`config.mk`:
```
export PLATFORM = sky130hd
export DESIGN_NAME = fesr_ctrl
export DESIGN_NICKNAME = d
export VERILOG_FILES = /design/src/rtl/fesr_pkg.sv /design/src/rtl/fesr_ctrl.sv
export SDC_FILE = /design/constraint.sdc
export NUM_CORES = 1
export LEC_CHECK = 0
export BUFFER_PORTS_ARGS = -buffer_cell sky130_fd_sc_hd__buf_2
export CORE_ASPECT_RATIO = 1.2
export CORE_MARGIN = 2
export CORE_UTILIZATION = 45
export DETAILED_ROUTE_END_ITERATION = 10
export PLACE_DENSITY = 0.66
export SKIP_CTS_REPAIR_TIMING = 1
export SYNTH_ARGS = -nofsm -noshare
export SYNTH_HDL_FRONTEND = slang
export SYNTH_SLANG_ARGS = --single-unit
```
`constraint.sdc`:
```
create_clock -name clock -period 8.86 [get_ports clock]
set_input_delay 0 -clock clock [delete_from_list [all_inputs] [get_ports clock]]
set_output_delay 0 -clock clock [all_outputs]
set_load 0.01 [all_outputs]
```
`src/rtl/fesr_pkg.sv`:
```
// ----------------------------------------------------------------------------
// fesr_pkg
// Types and constants of the free extent stack release block.
// ----------------------------------------------------------------------------
`default_nettype none
package fesr_pkg;

   localparam int IN_W    = 48;   // request field width
   localparam int START_W = 49;   // stored start width
   localparam int LEN_W   = 49;   // stored length width
   localparam int SIZE_W  = 51;   // working run length, grows by two merges
   localparam int SUM_W   = 52;   // start plus working length

   localparam logic [START_W-1:0] END_MARK = {START_W{1'b1}};

   // response status codes
   localparam logic [1:0] ST_OK         = 2'd0;
   localparam logic [1:0] ST_BAD_COUNT  = 2'd1;
   localparam logic [1:0] ST_BAD_START  = 2'd2;
   localparam logic [1:0] ST_FULL_DROP  = 2'd3;

   // one stack slot
   typedef struct packed {
      logic [START_W-1:0] start;
      logic [LEN_W-1:0]   len;
   } entry_type;

endpackage
`default_nettype wire

```
`src/rtl/fesr_ctrl.sv`:
```
// ----------------------------------------------------------------------------
// fesr_ctrl
// Sequencer and compare unit at the head of the ring: two scans, one write.
// ----------------------------------------------------------------------------
`default_nettype none
module fesr_ctrl #(
   parameter int STACK_DEPTH = 32
) (
   input  wire logic                       clock,
   input  wire logic                       reset,
   input  wire logic                       start,
   output logic                            busy,
   input  wire logic [fesr_pkg::IN_W-1:0]  req_start_block,
   input  wire logic [fesr_pkg::IN_W-1:0]  req_block_count,
   output logic                            rsp_strobe,
   output logic [1:0]                      rsp_status,
   input  fesr_pkg::entry_type             head,
   output fesr_pkg::entry_type             wrap,
   output logic                            shift_en
);

   localparam int IDX_W = $clog2(STACK_DEPTH);
   localparam logic [IDX_W-1:0] TOP_IDX = IDX_W'(STACK_DEPTH - 1);

   typedef enum logic [1:0] {IDLE, SCAN1, SCAN2, WRITE} state_type;

   state_type                      state_ff, state_in;
   logic [IDX_W-1:0]               idx_ff, idx_in;
   logic [fesr_pkg::START_W-1:0]   bloc_ff, bloc_in;
   logic [fesr_pkg::SIZE_W-1:0]    size_ff, size_in;
   logic [IDX_W-1:0]               target_ff, target_in;
   logic [IDX_W-1:0]               empty_ff, empty_in;
   logic                           found_ff, found_in;
   logic                           have_empty_ff, have_empty_in;
   logic                           chk_below_ff, chk_below_in;
   logic                           full_ff, full_in;
   logic                           done_ff, done_in;
   logic                           rsp_strobe_ff, rsp_strobe_in;
   logic [1:0]                     rsp_status_ff, rsp_status_in;

   logic [fesr_pkg::SUM_W-1:0]     run_end;
   logic [fesr_pkg::START_W:0]     head_end;
   logic                           is_mark, touch_above, touch_below;

   // adjacency compares against the slot at the head of the ring
   assign run_end     = fesr_pkg::SUM_W'(bloc_ff) + fesr_pkg::SUM_W'(size_ff);
   assign head_end    = (fesr_pkg::START_W+1)'(head.start) + (fesr_pkg::START_W+1)'(head.len);
   assign is_mark     = (head.start == fesr_pkg::END_MARK);
   assign touch_above = (fesr_pkg::SUM_W'(head.start) == run_end);
   assign touch_below = ((fesr_pkg::START_W+1)'(bloc_ff) == head_end);

   always_comb begin
      state_in      = state_ff;
      idx_in        = idx_ff;
      bloc_in       = bloc_ff;
      size_in       = size_ff;
      target_in     = target_ff;
      empty_in      = empty_ff;
      found_in      = found_ff;
      have_empty_in = have_empty_ff;
      chk_below_in  = chk_below_ff;
      full_in       = full_ff;
      done_in       = done_ff;
      rsp_strobe_in = 1'b0;
      rsp_status_in = rsp_status_ff;
      wrap          = head;
      shift_en      = 1'b0;

      case (state_ff)
         IDLE: begin
            if (start) begin
               bloc_in       = fesr_pkg::START_W'(req_start_block);
               size_in       = fesr_pkg::SIZE_W'(req_block_count);
               idx_in        = TOP_IDX;
               target_in     = '0;
               empty_in      = '0;
               found_in      = 1'b0;
               have_empty_in = 1'b0;
               chk_below_in  = 1'b0;
               full_in       = 1'b0;
               done_in       = 1'b0;
               if (req_block_count == '0) begin
                  rsp_strobe_in = 1'b1;
                  rsp_status_in = fesr_pkg::ST_BAD_COUNT;
               end else if (req_start_block == '0) begin
                  rsp_strobe_in = 1'b1;
                  rsp_status_in = fesr_pkg::ST_BAD_START;
               end else begin
                  state_in = SCAN1;
               end
            end
         end

         // first pass: find touching extent, empty slot or marker
         SCAN1: begin
            shift_en = 1'b1;
            idx_in   = idx_ff - 1'b1;
            if (!found_ff) begin
               if (is_mark) begin
                  found_in = 1'b1;
                  if (have_empty_ff) begin
                     target_in = empty_ff;
                  end else begin
                     target_in = idx_ff;
                     if (idx_ff == '0) full_in = 1'b1;
                     else chk_below_in = 1'b1;
                  end
               end else if (head.len == '0) begin
                  have_empty_in = 1'b1;
                  empty_in      = idx_ff;
               end else if (touch_above) begin
                  size_in   = size_ff + fesr_pkg::SIZE_W'(head.len);
                  target_in = idx_ff;
                  found_in  = 1'b1;
               end else if (touch_below) begin
                  bloc_in   = head.start;
                  size_in   = size_ff + fesr_pkg::SIZE_W'(head.len);
                  target_in = idx_ff;
                  found_in  = 1'b1;
               end
            end else if (chk_below_ff) begin
               // marker slot is usable only if the slot below is a marker too
               chk_below_in = 1'b0;
               full_in      = !is_mark;
            end
            if (idx_ff == '0) begin
               idx_in = TOP_IDX;
               if (full_in) begin
                  rsp_strobe_in = 1'b1;
                  rsp_status_in = fesr_pkg::ST_FULL_DROP;
                  state_in      = IDLE;
               end else begin
                  state_in = SCAN2;
               end
            end
         end

         // second pass: join one more extent, fixing it as it passes
         SCAN2: begin
            shift_en = 1'b1;
            idx_in   = idx_ff - 1'b1;
            if (!done_ff) begin
               if (is_mark) begin
                  done_in = 1'b1;
               end else if (idx_ff != target_ff) begin
                  if (touch_above) begin
                     size_in  = size_ff + fesr_pkg::SIZE_W'(head.len);
                     wrap.len = '0;
                     done_in  = 1'b1;
                  end else if (touch_below) begin
                     wrap.len = fesr_pkg::LEN_W'(head.len + fesr_pkg::LEN_W'(size_ff));
                     size_in  = '0;
                     done_in  = 1'b1;
                  end
               end
            end
            if (idx_ff == '0) begin
               idx_in   = TOP_IDX;
               state_in = WRITE;
            end
         end

         // third pass: store the grown run in the target slot
         WRITE: begin
            shift_en = 1'b1;
            idx_in   = idx_ff - 1'b1;
            if (idx_ff == target_ff) begin
               wrap.start = bloc_ff;
               wrap.len   = fesr_pkg::LEN_W'(size_ff);
            end
            if (idx_ff == '0) begin
               idx_in        = TOP_IDX;
               rsp_strobe_in = 1'b1;
               rsp_status_in = fesr_pkg::ST_OK;
               state_in      = IDLE;
            end
         end

         default: begin
            state_in = IDLE;
         end
      endcase
   end

   always_ff @(posedge clock) begin
      if (reset) begin
         state_ff      <= IDLE;
         idx_ff        <= TOP_IDX;
         found_ff      <= 1'b0;
         have_empty_ff <= 1'b0;
         chk_below_ff  <= 1'b0;
         full_ff       <= 1'b0;
         done_ff       <= 1'b0;
         rsp_strobe_ff <= 1'b0;
      end else begin
         state_ff      <= state_in;
         idx_ff        <= idx_in;
         found_ff      <= found_in;
         have_empty_ff <= have_empty_in;
         chk_below_ff  <= chk_below_in;
         full_ff       <= full_in;
         done_ff       <= done_in;
         rsp_strobe_ff <= rsp_strobe_in;
      end
      bloc_ff       <= bloc_in;
      size_ff       <= size_in;
      target_ff     <= target_in;
      empty_ff      <= empty_in;
      rsp_status_ff <= rsp_status_in;
   end

   assign busy       = (state_ff != IDLE);
   assign rsp_strobe = rsp_strobe_ff;
   assign rsp_status = rsp_status_ff;

endmodule
`default_nettype wire

```
==> impl_metrics.ini <==
[run_status]
status = complete, but fails checks
violations = hold timing

[synth]
synth_warnings = 0
yosysTopAreaCellShare = 0.1784
async_flop_share = 0
synth_cell_types = 89
synth_cells = 2493
synth_edf_count = 112
synthTopCellsByCount = 362 x nand2_1, 201 x a21oi_1, 164 x o21ai_0, 153 x ha_1, 140 x nor2_1
synthesis.nets = 2846
synth.top_cells.by_area = edfxtp_1 18%, ha_1 10%, nand2_1 7.2%
synth_ff_type = edfxtp_1
syn_area_per_cell_um2 = 7.561
ys_seq_elements = 125
synth_area_um2 = 18850
synth_most_common_cell = nand2_1
yosysSeqAreaShare = 0.1922
yosysTopAreaCell = edfxtp_1

[power]
intPower_mw = 3.594
swShare = 0.5743
p_comb_frac = 0.735
ir_drop_mv = 0.2586
pwr-share-seq = 0.177
p_sw_mw = 4.849
cellLeakagePower_nw = 9.246
p_clk_frac = 0.088
power.density_nw_per_um2 = 374.7

[timing]
setup_viol = 0
post-route-period-util = 0.7360
fmax_ghz = 0.1534
min_period_ns = 6.521
finalHoldViolCount = 2
drv_slew = 0
slew-limit-headroom = 0.08390
holdWs_ns = -0.02091
skew_ns = 0.01552
layout_setup_ws_ns = 2.339
rsz0062_at_grt = false
tightest_slew_ns = 1.362
tns_ns = 0

[clocking]
path_clk_slew_ns = 0.08
cts_tree = yes
htreeDepth = 4
clock_tree.root_cell = clkbuf_16
insertion_delay_ns = 0.48
cts_inserted_buffers = 17
clock_sinks = 125
cts_buffer_depth = 2

[worst_setup_path]
path_max_fanout = 23
crit_path_start_kind = flop
critPathMaxStageDelay_ns = 0.89
crit_buf_inv = 1
regToRegStartpoint = size_ff[0]
crit_slowest_cell = a211oi_1
cp.required_ns = 8.86
crit_path_cell_trace = xnor2_1, a21oi_1, nor2_1, o22ai_1, a32oi_1, a211oi_1, nand4_1, nor4_2, nand4_1, or4_4, nor3_1, nand2_1, o211ai_1, buf_2
crit_path_end_kind = primary output
critical_path.top_delay_family = simple AND/OR/NAND/NOR gates
worst-setup-path-type = reg -> out
crit_start = bloc_ff[48]
cp_common_cell = nand4_1
arrival_ns = 6.52

[placed_design]
port_buffers = 299
hpwl_mm = 78.89
place_area_um2 = 20710
dp_slack_ns = 2.737
gp_congestion = 1.034

[die]
dieArea_um2 = 43550
row_count = 82
ios = 300
chipWidth_um = 190.8
core_um2 = 41550
start_util = 0.4537
fp.dieH_um = 228.2

[grt]
antenna_found_initial = 3
grt-ovfl-total = 0
grt_pass1_wl_mm = 138.3
grt_max_degree = 91
grt_pass1_vias = 21414
globalRouteTotalUtil = 0.4319

[drt]
vias = 23289
wl_mm = 99.19
ant_nets = 0
vias_per_cell = 6.862
wl_per_cell_um = 29.22
dr.pass1.iters = 6
drc = 0
drt_iter0_drc = 2714

[cells_and_area]
drive_gt1_frac = 0.1581
fillerInstances = 3952
final_cell_area_um2 = 22530
area_growth_pct = 19.54
final_nets = 3187

[min_path]
hold_class = in -> reg
hold_start = req_block_count[47]

[job]
max_cap_violations = 0
## placed cells by master (no fill, tap or decap), types with 56 or more instances in the layout
cell           count
o21ai_0          164
xor2_1            73
buf_2            299
mux2_2            57
nand2_1          361
ha_1             151
xnor2_1           98
inv_1             85
a21o_1            70
dlygate4sd3_1    123
edfxtp_1         112
a21oi_1          200
nor3_1            56
nor2_1           140
nand4_1           78
## cells by family (layout without fill, tap and decap cells)
kind of cell,Yosys count,count (layout),synth area share
compound gates,852,852,0.3001
simple gates,914,914,0.2372
xor+xnor,171,171,0.07945
buf+inv,198,552,0.04162
other cells,0,1,0
flops,125,125,0.1922
fa+ha+maj,156,156,0.1047
mux,77,77,0.04467
## power groups by stage
stage                     Sequential (mW)  Combinational, mW  Clock, mW
after floorplan                      1.23               4.05          0
after global placement               1.46               5.86          0
after detailed placement             1.46               5.85          0
after CTS                            1.45               5.89      0.741
after global routing                 1.48               6.55      0.764
final                                1.49               6.20      0.746
## routing by layer
metal | up-vias | wire (um) | global-route usage
met5 | - | 0 | 0
met4 | 0 | 8638 | 0.3055
met3 | 382 | 10910 | 0.09492
met2 | 1690 | 43950 | 0.6772
met1 | 11007 | 35690 | 0.5207
li1 | 10210 | - | -
## through the flow
| stage | hold WS, ns | cells | power, mW | utilization |
|---|---|---|---|---|
| 2_1_floorplan | 0.08306 | 2493 | 5.277 | - |
| 3_3_place_gp | 0.3208 | 3238 | 7.316 | 0.4983 |
| 3_5_place_dp | 0.3257 | 3238 | 7.310 | 0.4983 |
| 4_1_cts | -0.1649 | 3270 | 8.078 | 0.5126 |
| 5_1_grt | 0.001189 | 3394 | 8.799 | 0.5423 |
| 6_report | -0.02091 | 3394 | 8.443 | 0.5423 |
## layout make-up
type	instances	area, um2	share of cell area
clock buffer	17	425.4	0.01888
clock inverter	15	168.9	0.007496
inverter	85	319.1	0.01416
timing repair buffer	435	2838	0.1259
sequential	125	3623	0.1608
tap	546	683.2	0.03032
multi-input combinational	2170	14470	0.6423
antenna	1	2.502	0.0001110
## registers in the layout, indices dropped and copies added (netlist names), named ones only
register       cells
bloc_ff           49
target_ff          5
empty_ff           5
rsp_status         2
found_ff           1
size_ff           51
chk_below_ff       1
state_ff           1
full_ff            1
done_ff            1
idx_ff             5
have_empty_ff      1
rsp_strobe         1
## worst reg2reg max path: cells and delay by family, from the launching register on
family / cells / cell delay (ns)
fa+ha+maj: 2 / 0.76
compound gates: 5 / 2.15
simple gates: 6 / 1.42
xor+xnor: 1 / 0.57
buf+inv: 2 / 0.62
flops: 1 / 0.50
## path summary, 6_finish.rpt
| check | end | slack, ns | depth (start not counted) |
|---|---|---|---|
| hold reg to reg | have_empty_ff | 0.53 | 2 |
| setup / recovery | wrap[1] | 2.34 | 14 |
| setup reg to reg | size_ff[3] | 2.66 | 16 |
| hold / removal | size_ff[47] | -0.02 | 3 |
Note: power is estimated with default switching activity, not from simulation.
