`config.mk`:
```
export PLATFORM = sky130hd
export DESIGN_NAME = fesr_cell
export DESIGN_NICKNAME = d
export VERILOG_FILES = /design/src/rtl/fesr_pkg.sv /design/src/rtl/fesr_cell.sv
export SDC_FILE = /design/constraint.sdc
export NUM_CORES = 1
export LEC_CHECK = 0
export BUFFER_PORTS_ARGS = -buffer_cell sky130_fd_sc_hd__buf_2
export CAP_MARGIN = 30
export CORE_MARGIN = 4
export CORE_UTILIZATION = 44
export DETAILED_ROUTE_END_ITERATION = 8
export PLACE_DENSITY_LB_ADDON = 0.1
export SLEW_MARGIN = 30
export SYNTH_ARGS = -nofsm -noshare
export SYNTH_HDL_FRONTEND = slang
export SYNTH_SLANG_ARGS = --single-unit
```
`constraint.sdc`:
```
create_clock -name clock -period 0.95 [get_ports clock]
set_input_delay 0.095 -clock clock [delete_from_list [all_inputs] [get_ports clock]]
set_output_delay 0.095 -clock clock [all_outputs]
set_load 0.02 [all_outputs]
```
`src/rtl/fesr_pkg.sv`:
```
// ----------------------------------------------------------------------------
// fesr_pkg
// Types and constants of the free extent stack release block.
// ----------------------------------------------------------------------------
`default_nettype none
package fesr_pkg;

   localparam int IN_W    = 48;   // request field width
   localparam int START_W = 49;   // stored start width
   localparam int LEN_W   = 49;   // stored length width
   localparam int SIZE_W  = 51;   // working run length, grows by two merges
   localparam int SUM_W   = 52;   // start plus working length

   localparam logic [START_W-1:0] END_MARK = {START_W{1'b1}};

   // response status codes
   localparam logic [1:0] ST_OK         = 2'd0;
   localparam logic [1:0] ST_BAD_COUNT  = 2'd1;
   localparam logic [1:0] ST_BAD_START  = 2'd2;
   localparam logic [1:0] ST_FULL_DROP  = 2'd3;

   // one stack slot
   typedef struct packed {
      logic [START_W-1:0] start;
      logic [LEN_W-1:0]   len;
   } entry_type;

endpackage
`default_nettype wire

```
`src/rtl/fesr_cell.sv`:
```
// ----------------------------------------------------------------------------
// fesr_cell
// One stack slot of the rotating ring; loads its neighbor when shifting.
// ----------------------------------------------------------------------------
`default_nettype none
module fesr_cell (
   input  wire logic               clock,
   input  wire logic               reset,
   input  wire logic               shift_en,
   input  fesr_pkg::entry_type     d_in,
   output fesr_pkg::entry_type     q
);

   fesr_pkg::entry_type slot_ff;

   // reset fills the slot with the end marker
   always_ff @(posedge clock) begin
      if (reset) begin
         slot_ff.start <= fesr_pkg::END_MARK;
         slot_ff.len   <= '0;
      end else if (shift_en) begin
         slot_ff <= d_in;
      end
   end

   assign q = slot_ff;

endmodule
`default_nettype wire

```
==> flow_metrics.env, run 1 <==
export IMPL_number_of_vias_in_the_routed_layout=3541
export IMPL_yosysSeqAreaShare_pct=54.3
export IMPL_timing_critical_path_fanout_max=2
export IMPL_grt_pass1_vias=3617
export IMPL_run_status="finished clean"
export IMPL_synthToLayoutAreaGrowth_pct=79.6
export IMPL_timing_final_crit_share_pct=98.4
export IMPL_crit_path_start_kind="flip-flop"
export IMPL_clockBufferDepth=2
export IMPL_worst_setup_path_end_kind="output port"
export IMPL_min_path_cells=3
export IMPL_ys_seq_elements=98
export IMPL_clock_insertion_delay_worst_skew_ns=0.35
export IMPL_synth_cell_area_sq_mm=0.00361
export IMPL_post_route_drc_count=0
export IMPL_cell_with_the_largest_stage_delay_on_the_worst_path="dfxtp_1"
export IMPL_criticalPathCategory="flip-flop to output port"
export IMPL_critPathArrivalTime_ns=0.84
export IMPL_reg2reg_from="q[77]"
export IMPL_total_power_mw=9.18
export IMPL_drive_above_1_share_pct=52.4
export IMPL_ff_latch_area_sq_mm=0.00208
export IMPL_mappedNetlistNets=422
export IMPL_grt_first_pass_wirelength_mm=17.2
export IMPL_drv_max_cap_violation_count=0
export IMPL_antenna_cells_inserted=0
export IMPL_wl_met3_mm=1.01
export IMPL_detail_route_wl_per_cell_um=16.9
export IMPL_clock_skew_final_ns=0
export IMPL_min_path_type="input pin to flip-flop"
export IMPL_cp_startpoint="q[85]"
export IMPL_setup_viol_count_final=0
export IMPL_placement_rows=32
export IMPL_highest_signal_layer="met4"
export IMPL_post_route_cell_area_sq_mm=0.00649
export IMPL_cp_top_family="flip-flops"
export IMPL_placedInstanceArea_sq_mm=0.00462
export IMPL_timing_final_hold_violations=0
export IMPL_die_area_sq_mm=0.00973
export IMPL_timing_critical_path_cells="buf_4"
export IMPL_final_max_slew_violation_count=0
export IMPL_cts_sinks=98
export IMPL_totalWireLength_mm=12.2
export IMPL_cts_root_buffer="clkbuf_8"
export IMPL_initial_cell_density_of_the_core_pct=46.1
export IMPL_final_min_clock_period_ns=0.935
export IMPL_syn_avg_cell_area_sq_um=11.3
export IMPL_ir_drop_mv=1.03
export IMPL_fillers=450
export IMPL_wire_length_on_met2_mm=6.46
export IMPL_detail_route_first_pass_iterations=4
export IMPL_leakagePower_nw=3.02
export IMPL_largest_register_ffs=98
export IMPL_grt_ovfl_total=0
export IMPL_layout_commonest_cell="buf_2"
export IMPL_rsz0062_at_grt="yes"
export IMPL_groute_usage_overall_pct=21.7
export IMPL_critical_path_buf_inv_count=1
export IMPL_synth_yosys_warnings=0
export IMPL_max_freq_ghz=1.07
export IMPL_critical_path_max_stage_delay_ns=0.35
export IMPL_stages_on_worst_setup_path=1
export IMPL_timing_critical_path_required_ns=0.85
export IMPL_power_density_mw_per_mm2=1410
export IMPL_tightest_slew_ns=0.209
export IMPL_grt_start_max_net_pins=44
export IMPL_route_detailed_vias_per_inst=4.92
export IMPL_m1WireLength_mm=4.35
export IMPL_tritoncts_num_buffers=9
export IMPL_place_congestion=0.760
export IMPL_place_detailed_hpwl_mm=6.53
export IMPL_grt_antenna_before_repair=0
export IMPL_post_synth_cell_types=10
export IMPL_slew_headroom_pct=85.7
export IMPL_area_of_the_multi_input_gates_sq_mm=0.00141
export IMPL_most_common_layout_cells="buf_2, dfxtp_2, dlygate4sd3_1"
export IMPL_io_buffers=198
export IMPL_clk_pin_slew_worst_paths_ns=0.10
export IMPL_number_of_top_level_pins=199
export IMPL_timing_reg2reg_worst_path_depth=3
export IMPL_min_from="d_in[11]"
export IMPL_die_width_um=98.6
export IMPL_synthCells=321
export IMPL_fin_nets=714
export IMPL_postRouteAntennaNets=0
export IMPL_core_sq_mm=0.00785
export IMPL_tritoncts="yes"
export IMPL_detailedRoute_firstIterationViolations=90
export IMPL_chipHeight_um=98.6
export IMPL_htree_levels=3
## layout make-up
| type | instances | area share [%] |
|---|---|---|
| Multi-Input combinational cell | 196 | 21.7 |
| Clock inverter | 6 | 0.674 |
| Sequential cell | 98 | 32.1 |
| Clock buffer | 10 | 1.97 |
| Timing Repair Buffer | 308 | 41.6 |
| Tap cell | 102 | 1.97 |
## worst paths after layout
kind | end | slack [ns]
worst max-delay path | q[85] | 0.01
worst min-delay path | q[11] | 0.01
worst max register to register | q[77] | 0.04
worst min register to register | q[16] | 0.50
## logic make-up (layout without fill, tap and decap cells)
| group | count (synthesis) | count (layout) | share of synthesized area [%] |
|---|---|---|---|
| DFF | 98 | 98 | 54.3 |
| AOI/OAI and AO/OA | 49 | 49 | 11.9 |
| buffers and inverters | 27 | 324 | 6.72 |
| and+or+nand+nor | 98 | 98 | 13.6 |
| muxes | 49 | 49 | 13.6 |
## synth_stat cells
master,instances,area (sq um)
mux2i_1,49,490
buf_2,3,15.0
dfxtp_1,98,1960
clkbuf_1,11,41.3
nor2b_1,49,307
buf_6,7,78.8
nor2_1,49,184
a211o_1,49,429
buf_12,5,100
buf_4,1,7.51
## metal layers
layer	track usage [%]	vias up
met1	23.5	1680
met2	39.4	154
met5	0	-
li1	-	1679
met3	6.44	28
met4	9.03	0
## stage by stage
stage	cells	worst slack, ns	TNS (ns)	hold slack (ns)	util, %
6_report	720	0.0149	0	0.0116	82.7
5_1_grt	720	-0.0271	-0.416	0.0419	82.7
4_1_cts	715	0.000146	0	0.000613	76.4
3_5_place_dp	603	-0.0222	-0.0751	0.305	58.9
3_3_place_gp	603	0.0137	0	0.296	58.9
2_1_floorplan	321	0.103	0	0.213	-
## power breakdown
group / total [mW] / switching, mW / internal (mW)
combinational: 2.17 / 0.956 / 1.22
clock: 2.39 / 1.43 / 0.953
sequential: 4.62 / 0.187 / 4.43
## what timing repair did
action                                  in CTS  in global routing
endpoints found under the setup margin      84                 97
gates resized for setup                    108                176
pin swaps                                    0                  0
hold buffers                                96                  0
endpoints found under the hold margin       96                  0
buffers inserted                             0                  5
No activity file was read; power rests on OpenSTA's default activity.
==> run 2: changes to the inputs <==
--- a/config.mk
+++ b/config.mk
@@ -10,7 +10,9 @@
 export CORE_MARGIN = 4
 export CORE_UTILIZATION = 44
 export DETAILED_ROUTE_END_ITERATION = 8
+export MAX_ROUTING_LAYER = met4
 export PLACE_DENSITY_LB_ADDON = 0.1
+export REMOVE_ABC_BUFFERS = 1
 export SLEW_MARGIN = 30
 export SYNTH_ARGS = -nofsm -noshare
 export SYNTH_HDL_FRONTEND = slang
==> run 2 against run 1 <==
Net effect:
- design area increased by 0.46%
- sequential power is essentially flat
- utilization rose by 0.38 points
- register-to-register slack hardly changed
- die area is the same
- first-iteration DRC count decreased by 10%
- largest power group unchanged
==> flow_metrics.env, run 2 (same netlist as run 1, synthesis figures left out) <==
export IMPL_number_of_top_level_pins=199
export IMPL_power_density_mw_per_mm2=1440
export IMPL_power_switching_mw=2.49
export IMPL_grt_ovfl_total=0
export IMPL_crit_path_start_kind="flip-flop"
export IMPL_post_route_util_pct=83.1
export IMPL_final_max_slew_violation_count=0
export IMPL_largest_register_ffs=98
export IMPL_detail_route_wl_per_cell_um=17.3
export IMPL_timing_critical_path_fanout_max=2
export IMPL_post_route_drc_count=0
export IMPL_groute_usage_overall_pct=22.3
export IMPL_place_detailed_hpwl_mm=6.38
export IMPL_die_width_um=98.6
export IMPL_rsz0062_at_grt="yes"
export IMPL_clk_pin_slew_worst_paths_ns=0.09
export IMPL_synthToLayoutAreaGrowth_pct=80.5
export IMPL_die_area_sq_mm=0.00973
export IMPL_timing_final_hold_violations=0
export IMPL_totalNegativeSetupSlack_ns=0
export IMPL_clockBufferDepth=2
export IMPL_met3_usage_pct=5.45
export IMPL_global_route_usage_met1_pct=24.9
export IMPL_critical_path_max_stage_delay_ns=0.35
export IMPL_fin_nets=716
export IMPL_max_freq_ghz=1.07
export IMPL_dp_cells=603
export IMPL_initial_cell_density_of_the_core_pct=46.1
export IMPL_most_common_layout_cells="buf_2, dlygate4sd3_1, dfxtp_2"
export IMPL_grt_first_pass_wirelength_mm=17.1
export IMPL_sequential_power_share_pct=49.1
export IMPL_cp_top_family="flip-flops"
export IMPL_grt_pass1_vias=3557
export IMPL_leakagePower_nw=3.05
export IMPL_clock_skew_final_ns=0
export IMPL_tritoncts="yes"
export IMPL_run_status="finished clean"
export IMPL_cell_with_the_largest_stage_delay_on_the_worst_path="dfxtp_2"
export IMPL_grt_antenna_before_repair=0
export IMPL_clock_insertion_delay_worst_skew_ns=0.35
export IMPL_slew_headroom_pct=85.4
export IMPL_ir_drop_mv=1.01
export IMPL_critPathArrivalTime_ns=0.84
export IMPL_timing_final_crit_share_pct=98.7
export IMPL_number_of_vias_in_the_routed_layout=3516
export IMPL_place_congestion=0.731
export IMPL_detail_route_first_pass_iterations=4
export IMPL_route_detailed_vias_per_inst=4.88
export IMPL_core_sq_mm=0.00785
export IMPL_critical_path_buf_inv_count=1
export IMPL_worst_hold_slack_ns=0.125
export IMPL_grt_start_max_net_pins=48
export IMPL_power_share_switching_pct=26.4
export IMPL_total_power_mw=9.41
export IMPL_cts_root_buffer="clkbuf_8"
export IMPL_min_path_type="input pin to flip-flop"
export IMPL_finalNonFillerCells=721
export IMPL_layout_setup_ws_ns=0.0123
export IMPL_detailedRoute_firstIterationViolations=81
export IMPL_io_buffers=198
export IMPL_timing_critical_path_required_ns=0.85
export IMPL_fillers=425
export IMPL_antenna_cells_inserted=0
export IMPL_clock_power_share_pct=27.7
export IMPL_cts_sinks=98
export IMPL_timing_critical_path_cells="buf_4"
export IMPL_placement_rows=32
export IMPL_criticalPathCategory="flip-flop to output port"
export IMPL_grt_busiest_layer="met2"
export IMPL_layout_commonest_cell="buf_2"
export IMPL_totalWireLength_mm=12.5
export IMPL_drive_above_1_share_pct=51.9
export IMPL_drv_max_cap_violation_count=0
export IMPL_tightest_slew_ns=0.213
export IMPL_tritoncts_num_buffers=9
export IMPL_global_route_usage_met2_pct=37.9
export IMPL_postRouteAntennaNets=0
export IMPL_post_route_cell_area_sq_mm=0.00652
export IMPL_chipHeight_um=98.6
export IMPL_worst_setup_path_end_kind="output port"
export IMPL_post_placement_setup_slack_ns=-0.0441
export IMPL_internal_power_mw=6.92
export IMPL_setup_viol_count_final=0
export IMPL_final_min_clock_period_ns=0.938
export IMPL_placedInstanceArea_sq_mm=0.00464
export IMPL_htree_levels=3
export IMPL_comb_power_share_pct=23.2
[run 2: layout make-up]
class / count / area, sq um / share of cell area, %
Tap cell: 102 / 128 / 1.96
Clock buffer: 12 / 145 / 2.22
Clock inverter: 3 / 40.0 / 0.614
Multi-Input combinational cell: 196 / 1410 / 21.6
Sequential cell: 98 / 2080 / 31.9
Timing Repair Buffer: 310 / 2720 / 41.7
[run 2: worst paths after layout]
kind / startpoint / end / slack [ns] / cells past startpoint
setup / recovery: q[11] / q[11] / 0.01 / 1
hold / removal: shift_en / q[96] / 0.12 / 2
setup reg to reg: q[76] / q[76] / 0.05 / 3
hold reg to reg: q[9] / q[9] / 0.50 / 2
[run 2: routing by layer]
layer / vias to the layer above / routed length, um / part of all wire [%]
met5: - / 0 / 0
met1: 1655 / 4800 / 38
met4: 0 / 328 / 2.6
met3: 28 / 887 / 7.1
li1: 1681 / - / -
met2: 152 / 6460 / 52
[run 2: power by group through the flow]
| stage | logic [mW] | registers [mW] | clock network (mW) |
|---|---|---|---|
| final | 2.18 | 4.62 | 2.61 |
| after CTS | 1.95 | 4.52 | 2.70 |
| after global placement | 1.47 | 4.57 | 0 |
| after floorplan | 0.387 | 4.92 | 0 |
| after global routing | 2.31 | 4.66 | 2.85 |
| after detailed placement | 1.50 | 4.58 | 0 |
[run 2: repair_timing]
action	4_1_cts	5_1_grt
setup buffers	0	5
endpoints found under the setup margin	87	97
pin swaps	0	0
hold buffers	98	0
hold endpoints to repair	98	0
gates resized for setup	113	166
==> run 3: changes to the inputs <==
--- a/config.mk
+++ b/config.mk
@@ -9,6 +9,7 @@
 export CAP_MARGIN = 30
 export CORE_MARGIN = 4
 export CORE_UTILIZATION = 44
+export CTS_BUF_LIST = sky130_fd_sc_hd__clkbuf_4 sky130_fd_sc_hd__clkbuf_8 sky130_fd_sc_hd__clkbuf_16
 export DETAILED_ROUTE_END_ITERATION = 8
 export MAX_ROUTING_LAYER = met4
 export PLACE_DENSITY_LB_ADDON = 0.1
==> run 3 against run 2 <==
Net effect:
- fmax up 0.24%
- die area unchanged
- flip-flop and latch count unchanged
- sequential power about the same
- sequential share of layout area about the same
- via count up 0.37%
- register-to-register slack about the same
- largest power group unchanged
- highest routed layer unchanged
==> flow_metrics.env, run 3 (same netlist as run 1, synthesis figures left out) <==
export IMPL_rrSetupSlack_ns=0.05
export IMPL_critPathArrivalTime_ns=0.84
export IMPL_worst_setup_path_end_kind="output port"
export IMPL_max_freq_ghz=1.07
export IMPL_clock_power_share_pct=28.1
export IMPL_detail_route_wl_per_cell_um=17.3
export IMPL_tritoncts="yes"
export IMPL_grt_first_pass_wirelength_mm=17.1
export IMPL_fin_nets=716
export IMPL_place_congestion=0.731
export IMPL_rsz0062_at_grt="yes"
export IMPL_power_density_mw_per_mm2=1450
export IMPL_run_status="finished clean"
export IMPL_clock_insertion_delay_worst_skew_ns=0.34
export IMPL_setup_viol_count_final=0
export IMPL_slew_headroom_pct=85.2
export IMPL_timing_critical_path_fanout_max=2
export IMPL_timing_final_crit_share_pct=98.5
export IMPL_final_min_clock_period_ns=0.936
export IMPL_post_route_drc_count=0
export IMPL_grt_pass1_vias=3543
export IMPL_timing_critical_path_cells="buf_4"
export IMPL_layout_setup_ws_ns=0.0145
export IMPL_post_route_cell_area_sq_mm=0.00653
export IMPL_route_detailed_vias_per_inst=4.89
export IMPL_number_of_top_level_pins=199
export IMPL_timing_final_hold_violations=0
export IMPL_tritoncts_num_buffers=9
export IMPL_critical_path_buf_inv_count=1
export IMPL_largest_register_ffs=98
export IMPL_place_detailed_hpwl_mm=6.38
export IMPL_comb_power_share_pct=23.1
export IMPL_detailedRoute_firstIterationViolations=83
export IMPL_initial_cell_density_of_the_core_pct=46.1
export IMPL_synthToLayoutAreaGrowth_pct=80.7
export IMPL_placement_rows=32
export IMPL_grt_start_max_net_pins=48
export IMPL_detail_route_first_pass_iterations=4
export IMPL_worst_hold_slack_ns=0.124
export IMPL_cell_with_the_largest_stage_delay_on_the_worst_path="dfxtp_2"
export IMPL_drv_max_cap_violation_count=0
export IMPL_post_placement_setup_slack_ns=-0.0441
export IMPL_leakagePower_nw=3.06
export IMPL_placedInstanceArea_sq_mm=0.00464
export IMPL_criticalPathCategory="flip-flop to output port"
export IMPL_antenna_cells_inserted=0
export IMPL_cts_sinks=98
export IMPL_core_sq_mm=0.00785
export IMPL_htree_levels=3
export IMPL_min_path_type="input pin to flip-flop"
export IMPL_final_max_slew_violation_count=0
export IMPL_die_area_sq_mm=0.00973
export IMPL_timing_critical_path_required_ns=0.85
export IMPL_power_switching_mw=2.48
export IMPL_tightest_slew_ns=0.216
export IMPL_chipHeight_um=98.6
export IMPL_clk_pin_slew_worst_paths_ns=0.09
export IMPL_layout_commonest_cell="buf_2"
export IMPL_die_width_um=98.6
export IMPL_groute_usage_overall_pct=22.3
export IMPL_postRouteAntennaNets=0
export IMPL_grt_antenna_before_repair=0
export IMPL_cp_top_family="flip-flops"
export IMPL_clockBufferDepth=2
export IMPL_sequential_power_share_pct=48.8
export IMPL_critical_path_max_stage_delay_ns=0.35
export IMPL_drive_above_1_share_pct=52.2
export IMPL_cts_root_buffer="clkbuf_8"
export IMPL_grt_ovfl_total=0
export IMPL_ir_drop_mv=1.00
export IMPL_clock_skew_final_ns=0
export IMPL_number_of_vias_in_the_routed_layout=3529
export IMPL_totalWireLength_mm=12.5
export IMPL_power_share_switching_pct=26.2
export IMPL_crit_path_start_kind="flip-flop"
export IMPL_io_buffers=198
export IMPL_most_common_layout_cells="buf_2, dlygate4sd3_1, dfxtp_2"
export IMPL_internal_power_mw=6.98
[run 3: cell counts in the layout (fill, tap and decap cells not counted)]
No cell type changed its count.
[run 3: layout make-up]
class / instances / area (sq um)
clock inverters: 3 / 40.0
repair buffers: 310 / 2720
fillers: 423 / 1320
flip-flops and latches: 98 / 2080
well taps: 102 / 128
multi-input cells: 196 / 1410
clock buffers: 12 / 153
[run 3: metal layers]
| layer | GRT usage, % | vias to the layer above | routed length, um | share of wire (%) |
|---|---|---|---|---|
| li1 | - | 1682 | - | - |
| met1 | 24.9 | 1663 | 4730 | 38 |
| met2 | 37.6 | 156 | 6540 | 52 |
| met3 | 5.45 | 28 | 908 | 7.3 |
| met4 | 9.77 | 0 | 328 | 2.6 |
| met5 | - | - | 0 | 0 |
[run 3: power by group through the flow]
| stage | combinational [mW] | clock [mW] | sequential [mW] |
|---|---|---|---|
| 6_report | 2.18 | 2.66 | 4.62 |
| 5_1_grt | 2.31 | 2.90 | 4.66 |
| 4_1_cts | 1.95 | 2.76 | 4.52 |
| 3_5_place_dp | 1.50 | 0 | 4.58 |
| 3_3_place_gp | 1.47 | 0 | 4.57 |
| 2_1_floorplan | 0.387 | 0 | 4.92 |
[run 3: worst paths after layout]
check / cells after the start / end / from
min reg2reg: 2 / q[9] / q[9]
min: 2 / q[96] / shift_en
max: 1 / q[11] / q[11]
max reg2reg: 3 / q[76] / q[76]
[run 3: repair_timing]
| action | CTS | global route |
|---|---|---|
| hold endpoints to repair | 98 | 0 |
| hold buffers | 98 | 0 |
| setup endpoints to repair | 87 | 97 |
| gates resized for setup | 114 | 165 |
| setup buffers | 0 | 5 |
[run 3: metrics by stage]
stage	std cells	utilization [%]	setup TNS, ns	total power, mW
2_1_floorplan	294	-	0	5.31
3_3_place_gp	603	59.1	-0.160	6.04
6_report	721	83.2	0	9.47
4_1_cts	716	77.4	0	9.22
3_5_place_dp	603	59.1	-0.507	6.08
5_1_grt	721	83.2	-0.328	9.87
